File: src/rtl/msvf_pkg.sv
`timescale 1ns / 1ps

package msvf_pkg;

    localparam int CH_W      = 3;
    localparam int SMP_W     = 24;
    localparam int STATE_W   = 32;
    localparam int FREQ_W    = 17;
    localparam int DAMP_W    = 18;
    localparam int DRIVE_W   = 16;
    localparam int CFG_IDX_W = 8;
    localparam int CFG_DAT_W = 18;

    localparam int MUL_A_W   = 37;
    localparam int MUL_B_W   = 33;
    localparam int PROD_W    = MUL_A_W + MUL_B_W;
    localparam int SUM_W     = 40;
    localparam int SQ_W      = 37;
    localparam int TERM_W    = 34;
    localparam int ACC_W     = STATE_W + 1;

    localparam int RND_COEF  = 16;
    localparam int RND_SQ    = 27;
    localparam int RND_OUT   = 5;

    localparam logic [CFG_IDX_W-1:0] REG_FREQ  = CFG_IDX_W'(0);
    localparam logic [CFG_IDX_W-1:0] REG_DAMP  = CFG_IDX_W'(1);
    localparam logic [CFG_IDX_W-1:0] REG_DRIVE = CFG_IDX_W'(2);
    localparam logic [CFG_IDX_W-1:0] REG_RESP  = CFG_IDX_W'(3);

    localparam logic [DAMP_W-1:0] DAMP_RESET = DAMP_W'(131072);

    typedef enum logic [1:0] {
        RESP_LOW   = 2'd0,
        RESP_HIGH  = 2'd1,
        RESP_BAND  = 2'd2,
        RESP_NOTCH = 2'd3
    } t_resp;

    typedef enum logic [2:0] {
        ST_IDLE = 3'b001,
        ST_LOAD = 3'b010,
        ST_RUN  = 3'b100
    } t_state;

    typedef enum logic [2:0] {
        MUL_NONE,
        MUL_DAMP_BAND,
        MUL_FREQ_BAND,
        MUL_BAND_BAND,
        MUL_FREQ_HIGH,
        MUL_DRIVE_SQ
    } t_mul;

    typedef enum logic [2:0] {
        ALU_NOP,
        ALU_NOTCH,
        ALU_LOW,
        ALU_HIGH_SQ,
        ALU_TERM,
        ALU_BAND,
        ALU_ACC,
        ALU_DONE
    } t_alu;

    typedef enum logic [1:0] {
        SEQ_NEXT,
        SEQ_LOOP,
        SEQ_END
    } t_seq;

    localparam int STEP_W     = 4;
    localparam int UCODE_LEN  = 9;

    typedef struct packed {
        t_mul              mul;
        t_alu              alu;
        t_seq              seq;
        logic [STEP_W-1:0] target;
    } t_uop;

    localparam t_uop UCODE [UCODE_LEN] = '{
        '{mul: MUL_DAMP_BAND, alu: ALU_NOP,     seq: SEQ_NEXT, target: STEP_W'(0)},
        '{mul: MUL_FREQ_BAND, alu: ALU_NOTCH,   seq: SEQ_NEXT, target: STEP_W'(0)},
        '{mul: MUL_BAND_BAND, alu: ALU_LOW,     seq: SEQ_NEXT, target: STEP_W'(0)},
        '{mul: MUL_NONE,      alu: ALU_HIGH_SQ, seq: SEQ_NEXT, target: STEP_W'(0)},
        '{mul: MUL_FREQ_HIGH, alu: ALU_NOP,     seq: SEQ_NEXT, target: STEP_W'(0)},
        '{mul: MUL_DRIVE_SQ,  alu: ALU_TERM,    seq: SEQ_NEXT, target: STEP_W'(0)},
        '{mul: MUL_NONE,      alu: ALU_BAND,    seq: SEQ_NEXT, target: STEP_W'(0)},
        '{mul: MUL_DAMP_BAND, alu: ALU_ACC,     seq: SEQ_LOOP, target: STEP_W'(1)},
        '{mul: MUL_NONE,      alu: ALU_DONE,    seq: SEQ_END,  target: STEP_W'(0)}
    };

    function automatic logic signed [PROD_W-1:0] round_shift(
        input logic signed [PROD_W-1:0] v,
        input int                       k
    );
        logic signed [PROD_W-1:0] half;
        half = PROD_W'(1) <<< (k - 1);
        return (v + half) >>> k;
    endfunction

    function automatic logic signed [STATE_W-1:0] sat32(input logic signed [SUM_W-1:0] v);
        logic signed [SUM_W-1:0] hi;
        logic signed [SUM_W-1:0] lo;
        hi = SUM_W'(64'sd2147483647);
        lo = -SUM_W'(64'sd2147483648);
        if (v > hi) begin
            return 32'sh7FFF_FFFF;
        end else if (v < lo) begin
            return 32'sh8000_0000;
        end
        return v[STATE_W-1:0];
    endfunction

    function automatic logic signed [SMP_W-1:0] sat24(input logic signed [SUM_W-1:0] v);
        logic signed [SUM_W-1:0] hi;
        logic signed [SUM_W-1:0] lo;
        hi = SUM_W'(64'sd8388607);
        lo = -SUM_W'(64'sd8388608);
        if (v > hi) begin
            return 24'sh7F_FFFF;
        end else if (v < lo) begin
            return 24'sh80_0000;
        end
        return v[SMP_W-1:0];
    endfunction

endpackage

File: src/rtl/multichannel_state_variable_filter_core.sv
`timescale 1ns / 1ps
// Multichannel double-sampled state variable filter.
// Slave stream: tuser carries the channel, tdata the signed Q1.23 sample.
// Master stream: tuser echoes the channel, tdata the filtered Q1.23 sample.
// Configuration channel: index 0 frequency, 1 damping, 2 drive, 3 response
// select; writes are always taken and apply to the next sample. Write only
// while no sample is in flight.
// Each sample fetches its channel's lowpass/bandpass state from a RAM, runs
// a 16-step program over one shared multiplier (two filter passes), writes
// the state back and loads the result register. A new sample is taken only
// once the previous one has finished, as the single multiplier steps
// through the program.
// A channel at or beyond CHANNELS leaves state alone and returns zero.
// Reset clears all channel state to zero (per-channel valid bits), sets the
// damping to 2.0 and the other registers to zero.
// When the receiver stalls, the finished result holds in the output
// register; the program waits on its final step until the register frees.

module multichannel_state_variable_filter_core
    import msvf_pkg::*;
#(
    parameter int CHANNELS = 8
) (
    input  logic                 i_clk,
    input  logic                 i_rst_n,
    input  logic                 s_axis_tvalid,
    output logic                 s_axis_tready,
    input  logic [23:0]          s_axis_tdata,   // [23:0] sample_in
    input  logic [CH_W-1:0]      s_axis_tuser,   // [2:0] channel
    output logic                 m_axis_tvalid,
    input  logic                 m_axis_tready,
    output logic [23:0]          m_axis_tdata,   // [23:0] sample_out
    output logic [CH_W-1:0]      m_axis_tuser,   // [2:0] channel_out
    input  logic                 i_cfg_valid,
    output logic                 o_cfg_ready,
    input  logic [CFG_IDX_W-1:0] i_cfg_index,
    input  logic [CFG_DAT_W-1:0] i_cfg_data
);

    localparam int AW    = (CHANNELS > 1) ? $clog2(CHANNELS) : 1;
    localparam int RAM_W = 2 * STATE_W;

    t_state                     r_state, n_state;
    logic [STEP_W-1:0]          r_step, n_step;
    logic                       r_pass, n_pass;
    logic                       r_out_valid, n_out_valid;
    logic [CHANNELS-1:0]        r_valid;

    logic [FREQ_W-1:0]          r_freq;
    logic [DAMP_W-1:0]          r_damp;
    logic [DRIVE_W-1:0]         r_drive;
    t_resp                      r_resp;

    logic [CH_W-1:0]            r_ch, n_ch;
    logic [AW-1:0]              r_addr, n_addr;
    logic                       r_skip, n_skip;
    logic signed [STATE_W-1:0]  r_x, n_x;
    logic signed [STATE_W-1:0]  r_low, n_low;
    logic signed [STATE_W-1:0]  r_band, n_band;
    logic signed [STATE_W-1:0]  r_notch, n_notch;
    logic signed [STATE_W-1:0]  r_high, n_high;
    logic signed [SQ_W-1:0]     r_sq, n_sq;
    logic signed [TERM_W-1:0]   r_t, n_t;
    logic signed [ACC_W-1:0]    r_acc, n_acc;
    logic signed [PROD_W-1:0]   r_prod;
    logic [CH_W-1:0]            r_out_ch, n_out_ch;
    logic signed [SMP_W-1:0]    r_out_smp, n_out_smp;

    t_uop                       w_uop;
    logic signed [MUL_A_W-1:0]  w_mul_a;
    logic signed [MUL_B_W-1:0]  w_mul_b;
    logic signed [PROD_W-1:0]   w_prod;
    logic signed [PROD_W-1:0]   w_r16;
    logic signed [PROD_W-1:0]   w_r27;
    logic signed [STATE_W-1:0]  w_sel;
    logic signed [SUM_W-1:0]    w_out_rnd;
    logic                       w_out_free;
    logic                       w_in_xfer;
    logic                       w_in_range;
    logic [AW+CH_W-1:0]         w_ch_ext;
    logic [AW-1:0]              w_rd_addr;
    logic                       w_wr_en;
    logic [RAM_W-1:0]           w_rd_data;
    logic                       w_cfg_xfer;

    assign w_uop      = (r_step < STEP_W'(UCODE_LEN)) ? UCODE[r_step] : UCODE[UCODE_LEN-1];
    assign w_out_free = !r_out_valid || m_axis_tready;
    assign s_axis_tready = (r_state == ST_IDLE);
    assign w_in_xfer  = s_axis_tvalid && s_axis_tready;
    assign w_ch_ext   = (AW + CH_W)'(s_axis_tuser);
    assign w_rd_addr  = w_ch_ext[AW-1:0];
    assign w_in_range = (32'(s_axis_tuser) < 32'(CHANNELS));
    assign o_cfg_ready = 1'b1;
    assign w_cfg_xfer = i_cfg_valid && o_cfg_ready;

    msvf_ram #(
        .WIDTH (RAM_W),
        .DEPTH (CHANNELS)
    ) u_state_ram (
        .i_clk     (i_clk),
        .i_wr_en   (w_wr_en),
        .i_wr_addr (r_addr),
        .i_wr_data ({r_low, r_band}),
        .i_rd_addr (w_rd_addr),
        .o_rd_data (w_rd_data)
    );

    always_comb begin
        w_mul_a = '0;
        w_mul_b = '0;
        case (w_uop.mul)
            MUL_DAMP_BAND: begin
                w_mul_a = MUL_A_W'(r_band);
                w_mul_b = $signed(MUL_B_W'(r_damp));
            end
            MUL_FREQ_BAND: begin
                w_mul_a = MUL_A_W'(r_band);
                w_mul_b = $signed(MUL_B_W'(r_freq));
            end
            MUL_BAND_BAND: begin
                w_mul_a = MUL_A_W'(r_band);
                w_mul_b = MUL_B_W'(r_band);
            end
            MUL_FREQ_HIGH: begin
                w_mul_a = MUL_A_W'(r_high);
                w_mul_b = $signed(MUL_B_W'(r_freq));
            end
            MUL_DRIVE_SQ: begin
                w_mul_a = r_sq;
                w_mul_b = $signed(MUL_B_W'(r_drive));
            end
            default: begin
                w_mul_a = '0;
                w_mul_b = '0;
            end
        endcase
    end

    assign w_prod = w_mul_a * w_mul_b;
    assign w_r16  = round_shift(r_prod, RND_COEF);
    assign w_r27  = round_shift(r_prod, RND_SQ);
    assign w_out_rnd = (SUM_W'(r_acc) + SUM_W'(1 << (RND_OUT - 1))) >>> RND_OUT;

    always_comb begin
        case (r_resp)
            RESP_LOW:  w_sel = r_low;
            RESP_HIGH: w_sel = r_high;
            RESP_BAND: w_sel = r_band;
            default:   w_sel = r_notch;
        endcase
    end

    always_comb begin
        n_state     = r_state;
        n_step      = r_step;
        n_pass      = r_pass;
        n_ch        = r_ch;
        n_addr      = r_addr;
        n_skip      = r_skip;
        n_x         = r_x;
        n_low       = r_low;
        n_band      = r_band;
        n_notch     = r_notch;
        n_high      = r_high;
        n_sq        = r_sq;
        n_t         = r_t;
        n_acc       = r_acc;
        n_out_valid = r_out_valid && !m_axis_tready;
        n_out_ch    = r_out_ch;
        n_out_smp   = r_out_smp;
        w_wr_en     = 1'b0;

        unique case (r_state)
            ST_IDLE: begin
                if (w_in_xfer) begin
                    n_ch    = s_axis_tuser;
                    n_addr  = w_rd_addr;
                    n_skip  = !w_in_range;
                    n_x     = STATE_W'($signed(s_axis_tdata)) <<< 4;
                    n_state = ST_LOAD;
                end
            end
            ST_LOAD: begin
                if (r_valid[r_addr]) begin
                    n_low  = $signed(w_rd_data[RAM_W-1:STATE_W]);
                    n_band = $signed(w_rd_data[STATE_W-1:0]);
                end else begin
                    n_low  = '0;
                    n_band = '0;
                end
                n_acc   = '0;
                n_step  = '0;
                n_pass  = 1'b0;
                n_state = ST_RUN;
            end
            ST_RUN: begin
                case (w_uop.alu)
                    ALU_NOTCH: n_notch = sat32(SUM_W'(r_x) - $signed(w_r16[SUM_W-1:0]));
                    ALU_LOW:   n_low   = sat32(SUM_W'(r_low) + $signed(w_r16[SUM_W-1:0]));
                    ALU_HIGH_SQ: begin
                        n_high = sat32(SUM_W'(r_notch) - SUM_W'(r_low));
                        n_sq   = $signed(w_r27[SQ_W-1:0]);
                    end
                    ALU_TERM:  n_t     = $signed(w_r16[TERM_W-1:0]);
                    ALU_BAND:  n_band  = sat32(SUM_W'(r_t) + SUM_W'(r_band)
                                               - $signed(w_r16[SUM_W-1:0]));
                    ALU_ACC:   n_acc   = r_acc + ACC_W'(w_sel);
                    default: ;
                endcase

                case (w_uop.seq)
                    SEQ_LOOP: begin
                        if (!r_pass) begin
                            n_pass = 1'b1;
                            n_step = w_uop.target;
                        end else begin
                            n_step = r_step + STEP_W'(1);
                        end
                    end
                    SEQ_END: begin
                        if (w_out_free) begin
                            w_wr_en     = !r_skip;
                            n_out_valid = 1'b1;
                            n_out_ch    = r_ch;
                            n_out_smp   = r_skip ? '0 : sat24(w_out_rnd);
                            n_state     = ST_IDLE;
                        end
                    end
                    default: n_step = r_step + STEP_W'(1);
                endcase
            end
            default: n_state = ST_IDLE;
        endcase
    end

    always_ff @(posedge i_clk) begin
        if (!i_rst_n) begin
            r_state     <= ST_IDLE;
            r_step      <= '0;
            r_pass      <= 1'b0;
            r_out_valid <= 1'b0;
            r_valid     <= '0;
            r_freq      <= '0;
            r_damp      <= DAMP_RESET;
            r_drive     <= '0;
            r_resp      <= RESP_LOW;
        end else begin
            r_state     <= n_state;
            r_step      <= n_step;
            r_pass      <= n_pass;
            r_out_valid <= n_out_valid;
            if (w_wr_en) begin
                r_valid[r_addr] <= 1'b1;
            end
            if (w_cfg_xfer) begin
                case (i_cfg_index)
                    REG_FREQ:  r_freq  <= i_cfg_data[FREQ_W-1:0];
                    REG_DAMP:  r_damp  <= i_cfg_data[DAMP_W-1:0];
                    REG_DRIVE: r_drive <= i_cfg_data[DRIVE_W-1:0];
                    REG_RESP:  r_resp  <= t_resp'(i_cfg_data[1:0]);
                    default: ;
                endcase
            end
        end
    end

    always_ff @(posedge i_clk) begin
        r_ch      <= n_ch;
        r_addr    <= n_addr;
        r_skip    <= n_skip;
        r_x       <= n_x;
        r_low     <= n_low;
        r_band    <= n_band;
        r_notch   <= n_notch;
        r_high    <= n_high;
        r_sq      <= n_sq;
        r_t       <= n_t;
        r_acc     <= n_acc;
        r_prod    <= w_prod;
        r_out_ch  <= n_out_ch;
        r_out_smp <= n_out_smp;
    end

    assign m_axis_tvalid = r_out_valid;
    assign m_axis_tdata  = r_out_smp;
    assign m_axis_tuser  = r_out_ch;

endmodule

File: src/rtl/msvf_ram.sv
`timescale 1ns / 1ps

module msvf_ram #(
    parameter int WIDTH = 64,
    parameter int DEPTH = 8
) (
    input  logic                                   i_clk,
    input  logic                                   i_wr_en,
    input  logic [((DEPTH > 1) ? $clog2(DEPTH) : 1)-1:0] i_wr_addr,
    input  logic [WIDTH-1:0]                       i_wr_data,
    input  logic [((DEPTH > 1) ? $clog2(DEPTH) : 1)-1:0] i_rd_addr,
    output logic [WIDTH-1:0]                       o_rd_data
);

    logic [WIDTH-1:0] r_mem [DEPTH];
    logic [WIDTH-1:0] r_rd_data;

    always_ff @(posedge i_clk) begin
        if (i_wr_en) begin
            r_mem[i_wr_addr] <= i_wr_data;
        end
        r_rd_data <= r_mem[i_rd_addr];
    end

    assign o_rd_data = r_rd_data;

endmodule

File: config.mk
export PLATFORM = sky130hd
export DESIGN_NAME = multichannel_state_variable_filter_core
export DESIGN_NICKNAME = d
export VERILOG_FILES = /design/src/rtl/msvf_pkg.sv /design/src/rtl/multichannel_state_variable_filter_core.sv /design/src/rtl/msvf_ram.sv
export SDC_FILE = /design/constraint.sdc
export NUM_CORES = 2
export LEC_CHECK = 0
export BUFFER_PORTS_ARGS = -buffer_cell sky130_fd_sc_hd__buf_4
export CORE_MARGIN = 2
export CORE_UTILIZATION = 45
export CTS_CLUSTER_DIAMETER = 120
export DETAILED_ROUTE_END_ITERATION = 6
export GPL_TIMING_DRIVEN = 1
export MAX_ROUTING_LAYER = met4
export PLACE_DENSITY = 0.65
export SLEW_MARGIN = 20
export SYNTH_ARGS = -nofsm -noshare
export SYNTH_HDL_FRONTEND = slang
export SYNTH_HIERARCHICAL = 1
export SYNTH_SLANG_ARGS = --single-unit
File: constraint.sdc
create_clock -name i_clk -period 11.1 [get_ports i_clk]
set_clock_uncertainty 0.1 [all_clocks]
set_input_delay 2.22 -clock i_clk [delete_from_list [all_inputs] [get_ports i_clk]]
set_output_delay 2.22 -clock i_clk [all_outputs]
set_load 0.01 [all_outputs]
==> impl_metrics.yaml <==
flow_run:
  max-cap-violations: 0
detailed_routing:
  drtIter0Drc: 5742
  drtAntennaViolNets: 0
  totalWireLength_mm: 281
  routed-via-count: 61600
  drc: 0
  avgRoutedWirePerCell_um: 26.3
  firstDrtPassIters: 6
  via_per_inst: 5.76
power_and_ir_drop:
  vdd_drop_max_v: 0.000154
  power_density_mw_per_mm2: 92.1
  power.total_mw: 8.80
  p_leak_nw: 41.7
timing:
  hold_viol: 0
  finalSetupViolations: 0
  rsz0062_at_grt: "false"
  worstMarginPinSlew_ns: 1.19
  slew_violations: 0
  period_minus_slack_ns: 10.56
  min_period_over_period: 0.952
  hold_ws_ns: 0.363
  fin_tns_setup_ns: 0
  fmax_mhz: 94.7
  slew-limit-headroom: 0.209
  setup_ws_ns: 0.536
cts:
  cts_tree: "built"
  cts.sinks: 981
  h-tree-depth: 3
  path_clk_slew_ns: 0.06
  cts_buffers: 101
  clkLatencyLatePin_ns: 0.75
  cts_buffer_depth: 3
  root_buffer: "clkbuf_16"
worst_hold_path:
  hp-start: "r_valid[7]"
  hold_path_class: "flop to flop"
  hold_depth: 1
  min_to: "r_valid[7]"
finish:
  nets: 9778
  fill_cells: 17200
  area_growth_pct: 9.39
  final_cell_area_mm2: 0.0955
  final_layout_size_suffix_gt1_frac: 0.101
  final_util: 0.496
  stdcell_count: 10700
floorplan:
  initial_core_util: 0.453
  die_h_um: 445
  dieWidth_um: 445
  io_pins: 88
  num_rows: 161
  die_area_mm2: 0.198
  coreArea_mm2: 0.193
placement:
  gp_congestion: 1.04
  dp_slack_ns: 0.116
  dp_hpwl_mm: 221
  numPortBuffers: 86
  placed_cells: 10500
  dpl-instance-area_mm2: 0.0919
worst_setup_path:
  reg2reg_depth: 31
  required_ns: 11.62
  crit_type: "flop to flop"
  ff2ff_setup_slack_ns: 0.54
  critPathSlowestCell: "fa_1"
  setup.worst_path.end_class: "flop"
  reg2reg_from: "r_step[1]"
  cp_data_arrival_time_ns: 11.08
  path_max_fanout: 17
  rr_endpoint: "r_prod[56]"
  worst_setup_path_start_kind: "flop"
  slowest_delay_ns: 0.65
  crit_top_cell: "fa_1"
grt:
  grt_pass1_vias: 64100
  grt.overflow.total: 0
  grt_max_degree: 84
  groute.usage.overall: 0.295
  grt_pass1_wl_mm: 417
  antenna_found_initial: 11
logic_synthesis:
  async_flop_share: 0
  synth.distinct_cells: 103
  synthCells: 8004
  synth_edf_count: 798
  ys_seq_elements: 981
  synth_flop_cell: "edfxtp_1"
  syn_nets: 9695
  synthesis.area_mm2: 0.0873
  syn_avg_cell_area_um2: 10.9
  ys_seq_area_frac: 0.316
  synth.yosys.warnings: 6
outcome:
  outcome: "complete, no violations"
==> cell usage in the layout, fill, tap and decap left out, types with 66 or more instances in the layout <==
master,count
a21oi_1,310
mux2i_1,83
xor2_1,137
nor2b_1,82
dfxtp_1,180
fa_1,1239
o21ai_0,148
nand3_1,82
nor2_1,711
ha_1,394
buf_4,325
mux2_2,66
o21a_1,72
nand2_1,884
inv_1,1308
xnor2_1,200
clkbuf_16,105
edfxtp_1,798
mux4_2,160
a21o_1,124
==> flip-flops by register name, indices dropped and copies added (netlist names), 4 cells and up <==
register / count
r_drive: 16
r_low: 32
r_x: 24
r_freq: 17
r_valid: 8
r_high: 32
r_band: 32
u_state_ram/o_rd_data: 64
r_prod: 49
r_sq: 37
r_acc: 33
m_axis_tdata: 24
r_t: 34
r_notch: 32
r_damp: 18
u_state_ram/r_mem: 512
r_step: 4
==> Yosys cell counts (all sizes together) (12+ instances only) <==
cell type,count,share of area
inv,1308,0.056
fa,1239,0.28
nand2,885,0.038
edfxtp,798,0.27
nor2,719,0.031
ha,394,0.056
a21oi,317,0.018
clkbuf,278,0.012
o21ai,220,0.013
xnor2,201,0.020
dfxtp,183,0.042
mux4,160,0.041
xor2,138,0.014
a21o,124,0.011
nor2b,84,0.0061
mux2i,83,0.0095
nand3,82,0.0047
buf,79,0.0051
o21a,74,0.0064
mux2,66,0.0085
and2,48,0.0034
nor3,43,0.0025
and3,42,0.0030
nand2b,40,0.0029
nand4,38,0.0027
a31oi,34,0.0024
o21bai,33,0.0028
a211oi,27,0.0025
o31ai,22,0.0021
a211o,18,0.0018
a221o,17,0.0019
nor4,17,0.0012
or3,16,0.0011
a222oi,14,0.0016
nor3b,12,0.0012
o211ai,12,0.0010
==> routing by layer <==
metal	track usage	vias up	wire [µm]
li1	-	26300	-
met1	0.372	31700	110000
met2	0.464	2890	131000
met3	0.0444	709	22100
met4	0.154	0	17900
met5	-	-	0
==> cell families (layout without fill, tap and decap cells) <==
group	count (synthesis)	count (layout)	synth area share
other cells	1	5	0.0000429
fa+ha+maj	1641	1641	0.341
compound gates	1007	1007	0.0747
simple gates	2057	2057	0.101
mux	309	309	0.0593
buf+inv	1669	1841	0.0734
flops	981	981	0.316
xor+xnor	339	339	0.0342
==> worst max path at each step <==
stage	endpoint	cells after the start	slack, ns	from
finish	r_prod[56]	31	0.54	r_step[1]
CTS	r_prod[56]	32	0.11	r_step[1]
global route	r_prod[56]	38	0.15	r_step[1]
detailed placement	r_prod[56]	32	0.12	r_step[1]
global placement	r_prod[56]	32	0.21	r_step[1]
floorplan	r_prod[61]	33	1.37	r_step[0]
==> power breakdown <==
| part | internal, mW | switching, mW |
|---|---|---|
| clock network | 2.14 | 1.53 |
| registers | 4.00 | 0.0641 |
| logic | 0.409 | 0.650 |
==> critical path, delay by kind of cell, from the launching register on <==
family	cells	cell delay, ns
AOI/OAI and AO/OA	7	2.14
xor gates and xnor gates	1	0.14
adders and majority gates	10	5.05
buffers and inverters	8	0.95
DFF	1	0.45
and+or+nand+nor	5	1.58
==> final cells by class <==
class / instances / area [µm²] / share of cell area
diodes: 4 / 10.0 / 0.000105
clock buffers: 125 / 2770 / 0.0289
clock inverters: 67 / 836 / 0.00875
inverters: 1312 / 4920 / 0.0515
multi-input cells: 5354 / 53600 / 0.561
flip-flops and latches: 981 / 27600 / 0.289
well taps: 2526 / 3160 / 0.0331
repair buffers: 337 / 2670 / 0.0279
==> repair_timing <==
item	CTS	global route
gates resized for setup	0	5
buffers inserted	0	0
setup endpoints to repair	0	15
hold endpoints to repair	0	0
hold buffers	0	0
Power figures use the tool's default switching activity.
